## config.mk

```make
export PLATFORM = sky130hd
export DESIGN_NAME = damage_rect_rgb565_converter
export DESIGN_NICKNAME = d
export VERILOG_FILES = /design/src/drgb_pkg.sv /design/src/drgb_front.sv /design/src/drgb_queue.sv /design/src/drgb_back.sv /design/src/damage_rect_rgb565_converter.sv
export SDC_FILE = /design/constraint.sdc
export NUM_CORES = 1
export LEC_CHECK = 0
export ABC_AREA = 1
export BUFFER_PORTS_ARGS = -buffer_cell sky130_fd_sc_hd__buf_4
export CAP_MARGIN = 20
export CORE_MARGIN = 2
export CORE_UTILIZATION = 55
export CTS_BUF_LIST = sky130_fd_sc_hd__clkbuf_2 sky130_fd_sc_hd__clkbuf_4 sky130_fd_sc_hd__clkbuf_8
export CTS_CLUSTER_SIZE = 12
export DETAILED_ROUTE_END_ITERATION = 8
export PLACE_DENSITY = 0.81
export REMOVE_ABC_BUFFERS = 1
export SLEW_MARGIN = 40
export SYNTH_ARGS = -nofsm -noshare
export SYNTH_HDL_FRONTEND = slang
export SYNTH_SLANG_ARGS = --single-unit
```

## constraint.sdc

```tcl
create_clock -name clock -period 3.58 [get_ports clock]
set_input_delay 0.179 -clock clock [delete_from_list [all_inputs] [get_ports clock]]
set_output_delay 0.179 -clock clock [all_outputs]
set_load 0.02 [all_outputs]
```

## src/drgb_pkg.sv

```systemverilog
// Shared types, codes and helpers for the damage-rectangle RGB565 converter.
// No dependencies; imported by every module of the block.
`default_nettype none

package drgb_pkg;

   typedef enum logic [1:0] {
      CMD_BEGIN_LIST = 2'd0,
      CMD_RECT       = 2'd1,
      CMD_FULL_FRAME = 2'd2,
      CMD_PIXEL      = 2'd3
   } cmd_type;

   typedef enum logic [2:0] {
      STAT_OK         = 3'd0,
      STAT_BAD_RECT   = 3'd1,
      STAT_TOO_MANY   = 3'd2,
      STAT_BAD_HEIGHT = 3'd3,
      STAT_NO_ACTIVE  = 3'd4
   } status_type;

   typedef enum logic {
      REG_CONTENT_ROWS  = 1'b0,
      REG_DEST_OFFSET_Y = 1'b1
   } csr_index_type;

   localparam logic [9:0] CONTENT_ROWS_RESET = 10'd240;
   localparam logic [9:0] DEST_OFFSET_RESET  = 10'd0;

   localparam int QUEUE_DEPTH = 4;
   localparam int QPTR_W      = 2;
   localparam int QCOUNT_W    = 3;

   // One classified command on its way from the front end to the back end.
   typedef struct packed {
      status_type  status;
      logic        pixel_ok;
      logic [15:0] pixel_value;
      logic [9:0]  cursor_x;
      logic [9:0]  cursor_y;
      logic        rect_done;
      logic        list_valid;
   } job_type;

   // RGB565 to 24-bit color by replicating the top bits into the low bits.
   function automatic logic [23:0] widen565(input logic [15:0] p);
      logic [4:0] r;
      logic [5:0] g;
      logic [4:0] b;
      r = p[15:11];
      g = p[10:5];
      b = p[4:0];
      return {r, r[4:2], g, g[5:4], b, b[4:2]};
   endfunction

endpackage

`default_nettype wire

```

## src/drgb_front.sv

```systemverilog
// Front end: accepts commands, checks rectangles and walks the raster cursor.
// Depends on drgb_pkg; feeds classified jobs to drgb_queue.
`default_nettype none

module drgb_front
   import drgb_pkg::*;
#(
   parameter int DISPLAY_WIDTH   = 320,
   parameter int DISPLAY_HEIGHT  = 240,
   parameter int STANDARD_HEIGHT = 224,
   parameter int MAX_RECTS       = 16
) (
   input  wire logic        clock,
   input  wire logic        reset,
   input  wire logic        accept,
   input  wire cmd_type     cmd,
   input  wire logic [9:0]  rect_x,
   input  wire logic [9:0]  rect_y,
   input  wire logic [10:0] rect_width,
   input  wire logic [10:0] rect_height,
   input  wire logic [15:0] pixel_value,
   input  wire logic [9:0]  content_rows,
   output job_type          job
);

   localparam logic [11:0] WIDTH_12   = 12'(DISPLAY_WIDTH);
   localparam logic [10:0] WIDTH_11   = 11'(DISPLAY_WIDTH);
   localparam logic [10:0] DISP_H_11  = 11'(DISPLAY_HEIGHT);
   localparam logic [10:0] STD_H_11   = 11'(STANDARD_HEIGHT);
   localparam logic [4:0]  MAX_R_5    = 5'(MAX_RECTS);

   logic [9:0]  cursor_x_ff, cursor_x_in;
   logic [9:0]  cursor_y_ff, cursor_y_in;
   logic [9:0]  left_col_ff, left_col_in;
   logic [10:0] right_end_ff, right_end_in;
   logic [10:0] bottom_end_ff, bottom_end_in;
   logic        active_ff, active_in;
   logic [4:0]  rect_count_ff, rect_count_in;
   logic        list_good_ff, list_good_in;

   logic        height_ok;
   logic [11:0] x_end;
   logic [11:0] y_end;
   logic [10:0] x_next;
   logic [10:0] y_next;
   status_type  status;

   assign height_ok = ({1'b0, content_rows} == STD_H_11) ||
                      ({1'b0, content_rows} == DISP_H_11);
   assign x_end  = {2'b00, rect_x} + {1'b0, rect_width};
   assign y_end  = {2'b00, rect_y} + {1'b0, rect_height};
   assign x_next = {1'b0, cursor_x_ff} + 11'd1;
   assign y_next = {1'b0, cursor_y_ff} + 11'd1;

   always_comb begin
      cursor_x_in   = cursor_x_ff;
      cursor_y_in   = cursor_y_ff;
      left_col_in   = left_col_ff;
      right_end_in  = right_end_ff;
      bottom_end_in = bottom_end_ff;
      active_in     = active_ff;
      rect_count_in = rect_count_ff;
      list_good_in  = list_good_ff;
      status        = STAT_OK;
      job           = '0;

      unique case (cmd)
         CMD_BEGIN_LIST: begin
            rect_count_in = 5'd0;
            list_good_in  = 1'b1;
            active_in     = 1'b0;
         end
         CMD_RECT: begin
            active_in = 1'b0;
            if (!height_ok) begin
               status = STAT_BAD_HEIGHT;
            end else if (rect_count_ff >= MAX_R_5) begin
               status = STAT_TOO_MANY;
            end else if (rect_width == 11'd0 || rect_height == 11'd0 ||
                         x_end > WIDTH_12 || y_end > {2'b00, content_rows}) begin
               status = STAT_BAD_RECT;
            end else begin
               rect_count_in = rect_count_ff + 5'd1;
               cursor_x_in   = rect_x;
               cursor_y_in   = rect_y;
               left_col_in   = rect_x;
               right_end_in  = x_end[10:0];
               bottom_end_in = y_end[10:0];
               active_in     = 1'b1;
            end
            if (status != STAT_OK) begin
               list_good_in = 1'b0;
            end
         end
         CMD_FULL_FRAME: begin
            active_in = 1'b0;
            if (!height_ok) begin
               status       = STAT_BAD_HEIGHT;
               list_good_in = 1'b0;
            end else begin
               cursor_x_in   = 10'd0;
               cursor_y_in   = 10'd0;
               left_col_in   = 10'd0;
               right_end_in  = WIDTH_11;
               bottom_end_in = {1'b0, content_rows};
               active_in     = 1'b1;
            end
         end
         CMD_PIXEL: begin
            if (!active_ff) begin
               status = STAT_NO_ACTIVE;
            end else begin
               job.pixel_ok    = 1'b1;
               job.pixel_value = pixel_value;
               job.cursor_x    = cursor_x_ff;
               job.cursor_y    = cursor_y_ff;
               if (x_next >= right_end_ff) begin
                  cursor_x_in = left_col_ff;
                  if (y_next >= bottom_end_ff) begin
                     active_in     = 1'b0;
                     job.rect_done = 1'b1;
                     cursor_y_in   = 10'd0;
                  end else begin
                     cursor_y_in = y_next[9:0];
                  end
               end else begin
                  cursor_x_in = x_next[9:0];
               end
            end
         end
         default: begin
            status = STAT_OK;
         end
      endcase

      job.status     = status;
      job.list_valid = list_good_in;
   end

   always_ff @(posedge clock) begin
      if (reset) begin
         cursor_x_ff   <= '0;
         cursor_y_ff   <= '0;
         left_col_ff   <= '0;
         right_end_ff  <= '0;
         bottom_end_ff <= '0;
         active_ff     <= 1'b0;
         rect_count_ff <= '0;
         list_good_ff  <= 1'b1;
      end else if (accept) begin
         cursor_x_ff   <= cursor_x_in;
         cursor_y_ff   <= cursor_y_in;
         left_col_ff   <= left_col_in;
         right_end_ff  <= right_end_in;
         bottom_end_ff <= bottom_end_in;
         active_ff     <= active_in;
         rect_count_ff <= rect_count_in;
         list_good_ff  <= list_good_in;
      end
   end

`ifndef SYNTHESIS
   a_cursor_x_in_rect: assert property (@(posedge clock) disable iff (reset)
      active_ff |-> ({1'b0, cursor_x_ff} < right_end_ff))
      else $error("cursor column outside active rectangle");

   a_cursor_y_in_rect: assert property (@(posedge clock) disable iff (reset)
      active_ff |-> ({1'b0, cursor_y_ff} < bottom_end_ff))
      else $error("cursor row outside active rectangle");

   a_rect_count_limit: assert property (@(posedge clock) disable iff (reset)
      rect_count_ff <= MAX_R_5)
      else $error("rectangle count above limit");
`endif

endmodule

`default_nettype wire

```

## src/drgb_queue.sv

```systemverilog
// Short job queue between front end and back end.
// Depends on drgb_pkg for the job type and depth constants.
`default_nettype none

module drgb_queue
   import drgb_pkg::*;
(
   input  wire logic    clock,
   input  wire logic    reset,
   input  wire logic    push_valid,
   output logic         push_ready,
   input  wire job_type push_data,
   output logic         pop_valid,
   input  wire logic    pop_ready,
   output job_type      pop_data
);

   localparam logic [QCOUNT_W-1:0] DEPTH_C = QCOUNT_W'(QUEUE_DEPTH);

   job_type               entries_ff [QUEUE_DEPTH];
   logic [QPTR_W-1:0]     wr_ptr_ff, wr_ptr_in;
   logic [QPTR_W-1:0]     rd_ptr_ff, rd_ptr_in;
   logic [QCOUNT_W-1:0]   count_ff, count_in;
   logic                  push;
   logic                  pop;

   assign push_ready = (count_ff != DEPTH_C);
   assign pop_valid  = (count_ff != '0);
   assign pop_data   = entries_ff[rd_ptr_ff];
   assign push       = push_valid && push_ready;
   assign pop        = pop_valid && pop_ready;

   always_comb begin
      wr_ptr_in = push ? wr_ptr_ff + QPTR_W'(1) : wr_ptr_ff;
      rd_ptr_in = pop ? rd_ptr_ff + QPTR_W'(1) : rd_ptr_ff;
      count_in  = count_ff;
      if (push && !pop) begin
         count_in = count_ff + QCOUNT_W'(1);
      end else if (pop && !push) begin
         count_in = count_ff - QCOUNT_W'(1);
      end
   end

   always_ff @(posedge clock) begin
      if (push) begin
         entries_ff[wr_ptr_ff] <= push_data;
      end
   end

   always_ff @(posedge clock) begin
      if (reset) begin
         wr_ptr_ff <= '0;
         rd_ptr_ff <= '0;
         count_ff  <= '0;
      end else begin
         wr_ptr_ff <= wr_ptr_in;
         rd_ptr_ff <= rd_ptr_in;
         count_ff  <= count_in;
      end
   end

`ifndef SYNTHESIS
   a_count_bound: assert property (@(posedge clock) disable iff (reset)
      count_ff <= DEPTH_C)
      else $error("queue count above depth");

   a_count_grow: assert property (@(posedge clock) disable iff (reset)
      (push && !pop) |=> (count_ff == $past(count_ff) + QCOUNT_W'(1)))
      else $error("queue count did not follow a lone push");
`endif

endmodule

`default_nettype wire

```

## src/drgb_back.sv

```systemverilog
// Back end: widens the color, forms source and destination addresses, holds the result.
// Depends on drgb_pkg; drains jobs from drgb_queue.
`default_nettype none

module drgb_back
   import drgb_pkg::*;
#(
   parameter int DISPLAY_WIDTH = 320
) (
   input  wire logic        clock,
   input  wire logic        reset,
   input  wire logic        job_valid,
   output logic             job_ready,
   input  wire job_type     job,
   input  wire logic [9:0]  dest_offset_y,
   output logic             out_valid,
   input  wire logic        out_ready,
   output status_type       out_status,
   output logic [23:0]      out_color,
   output logic [20:0]      out_source_addr,
   output logic [20:0]      out_dest_index,
   output logic             out_rect_done,
   output logic             out_list_valid
);

   localparam logic [20:0] WIDTH_21 = 21'(DISPLAY_WIDTH);

   // stage A: products registered
   logic        a_valid_ff, a_valid_in;
   status_type  a_status_ff;
   logic        a_pixel_ok_ff;
   logic [23:0] a_color_ff;
   logic [9:0]  a_col_ff;
   logic [20:0] a_src_row_ff;
   logic [20:0] a_dst_row_ff;
   logic        a_done_ff;
   logic        a_list_ff;

   // stage B: output register
   logic        b_valid_ff, b_valid_in;
   status_type  b_status_ff;
   logic [23:0] b_color_ff;
   logic [20:0] b_saddr_ff;
   logic [20:0] b_didx_ff;
   logic        b_done_ff;
   logic        b_list_ff;

   logic        advance_b;
   logic        load_a;
   logic [10:0] dst_row_num;
   logic [20:0] src_row_in;
   logic [20:0] dst_row_in;
   logic [20:0] src_sum;
   logic [20:0] dst_sum;

   assign advance_b = !b_valid_ff || out_ready;
   assign load_a    = !a_valid_ff || advance_b;
   assign job_ready = load_a;

   assign dst_row_num = {1'b0, job.cursor_y} + {1'b0, dest_offset_y};
   assign src_row_in  = {11'd0, job.cursor_y} * WIDTH_21;
   assign dst_row_in  = {10'd0, dst_row_num} * WIDTH_21;

   assign src_sum = a_src_row_ff + {11'd0, a_col_ff};
   assign dst_sum = a_dst_row_ff + {11'd0, a_col_ff};

   assign a_valid_in = load_a ? job_valid : a_valid_ff;
   assign b_valid_in = advance_b ? a_valid_ff : b_valid_ff;

   always_ff @(posedge clock) begin
      if (reset) begin
         a_valid_ff <= 1'b0;
         b_valid_ff <= 1'b0;
      end else begin
         a_valid_ff <= a_valid_in;
         b_valid_ff <= b_valid_in;
      end
   end

   always_ff @(posedge clock) begin
      if (load_a) begin
         a_status_ff   <= job.status;
         a_pixel_ok_ff <= job.pixel_ok;
         a_color_ff    <= widen565(job.pixel_value);
         a_col_ff      <= job.cursor_x;
         a_src_row_ff  <= src_row_in;
         a_dst_row_ff  <= dst_row_in;
         a_done_ff     <= job.rect_done;
         a_list_ff     <= job.list_valid;
      end
      if (advance_b) begin
         b_status_ff <= a_status_ff;
         b_color_ff  <= a_pixel_ok_ff ? a_color_ff : 24'd0;
         b_saddr_ff  <= a_pixel_ok_ff ? {src_sum[19:0], 1'b0} : 21'd0;
         b_didx_ff   <= a_pixel_ok_ff ? dst_sum : 21'd0;
         b_done_ff   <= a_pixel_ok_ff && a_done_ff;
         b_list_ff   <= a_list_ff;
      end
   end

   assign out_valid       = b_valid_ff;
   assign out_status      = b_status_ff;
   assign out_color       = b_color_ff;
   assign out_source_addr = b_saddr_ff;
   assign out_dest_index  = b_didx_ff;
   assign out_rect_done   = b_done_ff;
   assign out_list_valid  = b_list_ff;

endmodule

`default_nettype wire

```

## src/damage_rect_rgb565_converter.sv

```systemverilog
// Top level of the damage-rectangle RGB565 to XRGB8888 converter.
// Depends on drgb_pkg, drgb_front, drgb_queue and drgb_back; holds the CSR block.
//
//   channel | ports      | direction | carries
//   --------+------------+-----------+--------------------------------------------
//   request | req_t*     | in        | commands: begin list, rect, full frame, pixel
//   response| rsp_t*     | out       | one result per command: status, color, addrs
//   csr     | csr_p*     | in/out    | rows of content (0x0), dest_offset_y (0x4)
//
// Throughput is one command per clock while the job queue has room; the front
// end settles cursor and list state in the cycle a transfer is taken, so
// commands may follow back to back. After the request transfer the job enters
// the queue, then the product stage (row times display width), then the
// output register that drives rsp_tvalid.
// A stalled response fills the four-entry job queue; req_tready drops only
// when that queue is full. Reset is synchronous and active high and needs no
// clearing pass; CSR writes are only expected while the block is idle.
`default_nettype none

module damage_rect_rgb565_converter
   import drgb_pkg::*;
#(
   parameter int DISPLAY_WIDTH   = 320,
   parameter int DISPLAY_HEIGHT  = 240,
   parameter int STANDARD_HEIGHT = 224,
   parameter int MAX_RECTS       = 16
) (
   input  wire logic        clock,
   input  wire logic        reset,

   input  wire logic        req_tvalid,
   output logic             req_tready,
   // rect_x[9:0], rect_y[19:10], rect_width[30:20], rect_height[41:31],
   // pixel_value[57:42], zero fill [63:58]
   input  wire logic [63:0] req_tdata,
   // cmd[1:0]
   input  wire logic [1:0]  req_tuser,

   output logic             rsp_tvalid,
   input  wire logic        rsp_tready,
   // color[23:0], source_addr[44:24], dest_index[65:45], list_valid[66],
   // zero fill [71:67]
   output logic [71:0]      rsp_tdata,
   // status[2:0]
   output logic [2:0]       rsp_tuser,
   // rect_done
   output logic             rsp_tlast,

   input  wire logic        csr_psel,
   input  wire logic        csr_penable,
   input  wire logic        csr_pwrite,
   input  wire logic [2:0]  csr_paddr,
   input  wire logic [31:0] csr_pwdata,
   output logic [31:0]      csr_prdata,
   output logic             csr_pready
);

   // CSR block
   logic [9:0]    content_rows_ff, content_rows_in;
   logic [9:0]    dest_offset_y_ff, dest_offset_y_in;
   logic          csr_write;
   csr_index_type csr_index;

   assign csr_pready = 1'b1;
   assign csr_write  = csr_psel && csr_penable && csr_pwrite && csr_pready;
   assign csr_index  = csr_index_type'(csr_paddr[2]);

   always_comb begin
      content_rows_in  = content_rows_ff;
      dest_offset_y_in = dest_offset_y_ff;
      csr_prdata       = 32'd0;
      unique case (csr_index)
         REG_CONTENT_ROWS: begin
            csr_prdata = {22'd0, content_rows_ff};
            if (csr_write) begin
               content_rows_in = csr_pwdata[9:0];
            end
         end
         REG_DEST_OFFSET_Y: begin
            csr_prdata = {22'd0, dest_offset_y_ff};
            if (csr_write) begin
               dest_offset_y_in = csr_pwdata[9:0];
            end
         end
         default: begin
            csr_prdata = 32'd0;
         end
      endcase
   end

   always_ff @(posedge clock) begin
      if (reset) begin
         content_rows_ff  <= CONTENT_ROWS_RESET;
         dest_offset_y_ff <= DEST_OFFSET_RESET;
      end else begin
         content_rows_ff  <= content_rows_in;
         dest_offset_y_ff <= dest_offset_y_in;
      end
   end

   // front end -> queue -> back end
   job_type    front_job;
   job_type    back_job;
   logic       req_accept;
   logic       job_valid;
   logic       job_ready;
   status_type out_status;
   logic [23:0] out_color;
   logic [20:0] out_saddr;
   logic [20:0] out_didx;
   logic        out_list;

   assign req_accept = req_tvalid && req_tready;

   drgb_front #(
      .DISPLAY_WIDTH   (DISPLAY_WIDTH),
      .DISPLAY_HEIGHT  (DISPLAY_HEIGHT),
      .STANDARD_HEIGHT (STANDARD_HEIGHT),
      .MAX_RECTS       (MAX_RECTS)
   ) u_front (
      .clock          (clock),
      .reset          (reset),
      .accept         (req_accept),
      .cmd            (cmd_type'(req_tuser)),
      .rect_x         (req_tdata[9:0]),
      .rect_y         (req_tdata[19:10]),
      .rect_width     (req_tdata[30:20]),
      .rect_height    (req_tdata[41:31]),
      .pixel_value    (req_tdata[57:42]),
      .content_rows   (content_rows_ff),
      .job            (front_job)
   );

   drgb_queue u_queue (
      .clock      (clock),
      .reset      (reset),
      .push_valid (req_tvalid),
      .push_ready (req_tready),
      .push_data  (front_job),
      .pop_valid  (job_valid),
      .pop_ready  (job_ready),
      .pop_data   (back_job)
   );

   drgb_back #(
      .DISPLAY_WIDTH (DISPLAY_WIDTH)
   ) u_back (
      .clock           (clock),
      .reset           (reset),
      .job_valid       (job_valid),
      .job_ready       (job_ready),
      .job             (back_job),
      .dest_offset_y   (dest_offset_y_ff),
      .out_valid       (rsp_tvalid),
      .out_ready       (rsp_tready),
      .out_status      (out_status),
      .out_color       (out_color),
      .out_source_addr (out_saddr),
      .out_dest_index  (out_didx),
      .out_rect_done   (rsp_tlast),
      .out_list_valid  (out_list)
   );

   assign rsp_tdata = {5'd0, out_list, out_didx, out_saddr, out_color};
   assign rsp_tuser = out_status;

endmodule

`default_nettype wire

```

==> summary.txt <==
Floorplan
  – Area of the die: 0.0362 mm2
  – Die height: 190 um
  – Initial Util: 55.6%
  – Core Area: 0.0344 mm2
  – I/O pin count: 219
  – Die width: 190 um
  – Placement row count: 68

STA
  – Tightest Pin Transition: 0.838 ns
  – Post-layout worst setup margin: -0.204 ns
  – Final setup fails: 6
  – Final max-slew violation count: 0
  – Final Hold Viols: 0
  – Final hold slack: 0.0441 ns
  – Slew margin rel.: 44.1%
  – F_max: 0.264 GHz
  – Minimum clock period: 3.78 ns
  – Clk_skew: 0.0260 ns
  – Final worst-path cycle share: 106%
  – Unrepaired setup endpoints after global routing: yes

Place
  – PortBufs: 159
  – Post-Place Cells: 2,677
  – Dpl hpwl: 29,000 um
  – Gpl congestion: 0.907
  – Area of placed instances: 0.0210 mm2
  – Pre-CTS setup slack: -0.257 ns

GRT
  – Initial antenna violation count: 0
  – Total GRT Usage: 23.6%
  – GRT overflow: 0
  – Largest net degree at the start of global routing: 71
  – Number of global-route vias before repair: 14,500
  – First-pass GRT wire length: 69,100 um

Yosys
  – Post-Synth XOR/XNOR Area: 2.06%
  – Commonest cells post-synth: nand2_1, nor2_1, edfxtp_1
  – Most numerous cell in the Yosys netlist: nand2_1
  – Synth Flop Type: edfxtp_1
  – #FFs+latches synth: 373
  – Post-Synth Simple-Gate Area: 17.4%
  – Compound-cell area share of the yosys netlist: 10.3%
  – Number of flops mapped to enable cells by yosys: 283
  – Mapped cell area: 0.0191 mm2
  – Sequential fraction of the synthesis area: 53.9%
  – Post-synth cell types: 47
  – Largest family of logic cells by synthesized area: simple AND/OR/NAND/NOR gates
  – Area leader, netlist: edfxtp_1
  – Syn avg cell area: 9.19 um2
  – Mux cell area share after synthesis: 0%
  – Mapped Cells: 2,079
  – Area share of the largest cell type after synthesis: 44.5%
  – Area contributors post-synth: edfxtp_1, dfxtp_1, ha_1
  – Count of warnings emitted by yosys: 0
  – FFs w/ async S/R, synth: 0%
  – Synth Area in Adders: 8.24%

Setup path
  – Worst endpoint data arrival time: 4.14 ns
  – Crit start category: register
  – Critical path class: reg2reg
  – Critical path fanouts, max: 7
  – Setup crit end kind: register
  – Required @ worst endpoint: 3.94 ns

Clocking
  – Clk sinks: 373
  – Maximum buffer depth of the clock tree: 3
  – TritonCTS clock tree: built
  – Clock Latency Late Sink: 0.61 ns
  – CTS Buf Count: 56
  – Clock transition at path regs: 0.06 ns
  – Clk root buf: clkbuf_8
  – Level count of the clock H-tree: 2

Detailed routing
  – Final ANT Viol Nets: 0
  – Via Count: 15,200
  – First DRT Iteration DRCs: 1,220
  – DRC Markers: 0
  – Final WL: 45,100 um
  – WL per Instance: 15.8 um
  – First drt pass iteration count: 6
  – Vias per inst: 5.34

Final layout
  – Layout Cells excl Fill: 2,853
  – Synth-to-layout area growth: 21.9%
  – Layout Nets: 2,581
  – # diodes: 0
  – Design area: 0.0233 mm2
  – Fillers: 2,572
  – Multi-input gate area: 0.00787 mm2
  – Register Area: 0.0103 mm2
  – Layout cells sized above 1: 18.4%

Run
  – Max-Cap Viols: 0

Run status
  – Status: complete, but fails checks
  – Failing checks: setup timing

Min path
  – Hold Path Class: in2reg

Pwr
  – Tot Pwr: 20.0 mW
  – VDD IR max: 0.580 mV
  – Cell area power density: 857 mW/mm2
  – P_leak: 10.1 nW
-- power by group --
part / internal (mW) / switching [mW]
Sequential: 6.17 / 0.474
Combinational: 4.34 / 5.51
Clock: 1.89 / 1.59
-- placed cells by master, fill, tap and decap left out, types with 6 or more instances in the layout --
cell / n
a21oi_2: 11
edfxtp_1: 283
conb_1: 29
o21ai_0: 160
xor2_1: 34
dfxtp_1: 88
o22ai_1: 35
clkbuf_8: 56
xnor2_1: 10
o21ai_2: 6
nand3_1: 43
dlygate4sd3_1: 53
inv_1: 232
nor3_1: 11
nor2_1: 329
o22ai_2: 6
a22oi_1: 6
inv_2: 10
clkbuf_4: 19
o21bai_1: 13
ha_1: 95
buf_4: 242
o21ai_1: 8
clkinv_1: 14
ha_4: 17
clkinv_2: 9
a21oi_1: 93
nand3_2: 8
nand4_1: 40
nand2_1: 352
nand2_2: 11
fa_1: 6
-- layer usage --
metal  global-route usage [%]  share of wire (%)  up-vias
met1                     29.1                 41     7109
met4                     8.74                2.8        0
met5                        0                  0        -
li1                         -                  -     7450
met2                     42.0                 50      584
met3                     3.15                5.9       92
-- flip-flops by register name (all words and copies together) (netlist names), 11 cells and up, named ones only --
| signal | flops |
|---|---|
| u_back.out_color | 16 |
| u_back.a_color_ff | 16 |
| u_front.right_end_ff | 11 |
| u_queue.entries_ff | 168 |
| u_back.a_src_row_ff | 13 |
| u_front.bottom_end_ff | 11 |
| u_back.a_dst_row_ff | 14 |
| u_back.out_source_addr | 14 |
| u_back.out_dest_index | 21 |
-- final timing paths --
path / start / end / slack, ns / depth (start not counted)
worst max-delay path: register / u_back.a_dst_row_ff[16] / -0.20 / 23
worst max register to register: register / u_back.a_dst_row_ff[16] / -0.20 / 23
worst min-delay path: req_tdata[51] / u_queue.entries_ff[2][31] / 0.04 / 3
worst min register to register: u_back.a_status_ff[2] / u_back.out_status[2] / 0.43 / 0
-- timing repair --
action,4_1_cts,5_1_grt
setup buffers,6,13
setup endpoints to repair,5,19
hold endpoints to repair,117,0
pin swaps,12,41
gates resized for setup,31,72
cloned,0,1
hold buffers,53,0
-- critical path, stage by stage (launching register included) --
cell and delay [ns]:
dfxtp_4 0.41, buf_8 0.16, o21ai_4 0.07, o22ai_2 0.26
ha_2 0.26, buf_4 0.12, nand3_2 0.07, nand2_2 0.11
nand2_2 0.07, a21oi_2 0.11, nor2_1 0.07, xor2_1 0.22
inv_1 0.14, ha_4 0.30, ha_4 0.21, a21oi_2 0.16
nand2_2 0.09, nand3_2 0.08, nand2_2 0.07, nand3_2 0.09
nand2_2 0.06, buf_4 0.13, buf_4 0.12, xor2_1 0.13
-- cell families after synthesis --
kind of cell             count (synthesis)
AND/OR/NAND/NOR                        817
adder cells (fa/ha/maj)                121
buffers and inverters                  360
XOR/XNOR                                45
other                                    2
flip-flops                             373
AO/OA/AOI/OAI                          361
-- through the flow --
step | util [%] | setup TNS, ns
4_1_cts | 66.4 | -0.00162
2_1_floorplan | - | -34.69
3_5_place_dp | 61.0 | -0.811
6_report | 67.8 | -0.686
3_3_place_gp | 61.0 | -0.235
5_1_grt | 67.8 | -1.30
-- layout make-up --
class	count	share of cell area, %
Clock buffer	75	3.92
Clock inverter	29	0.940
Inverter	244	3.96
Multi-Input combinational cell	1373	33.8
Sequential cell	373	44.2
Tap cell	455	2.44
Timing Repair Buffer	304	10.7
No activity file was read; power rests on OpenSTA's default activity.
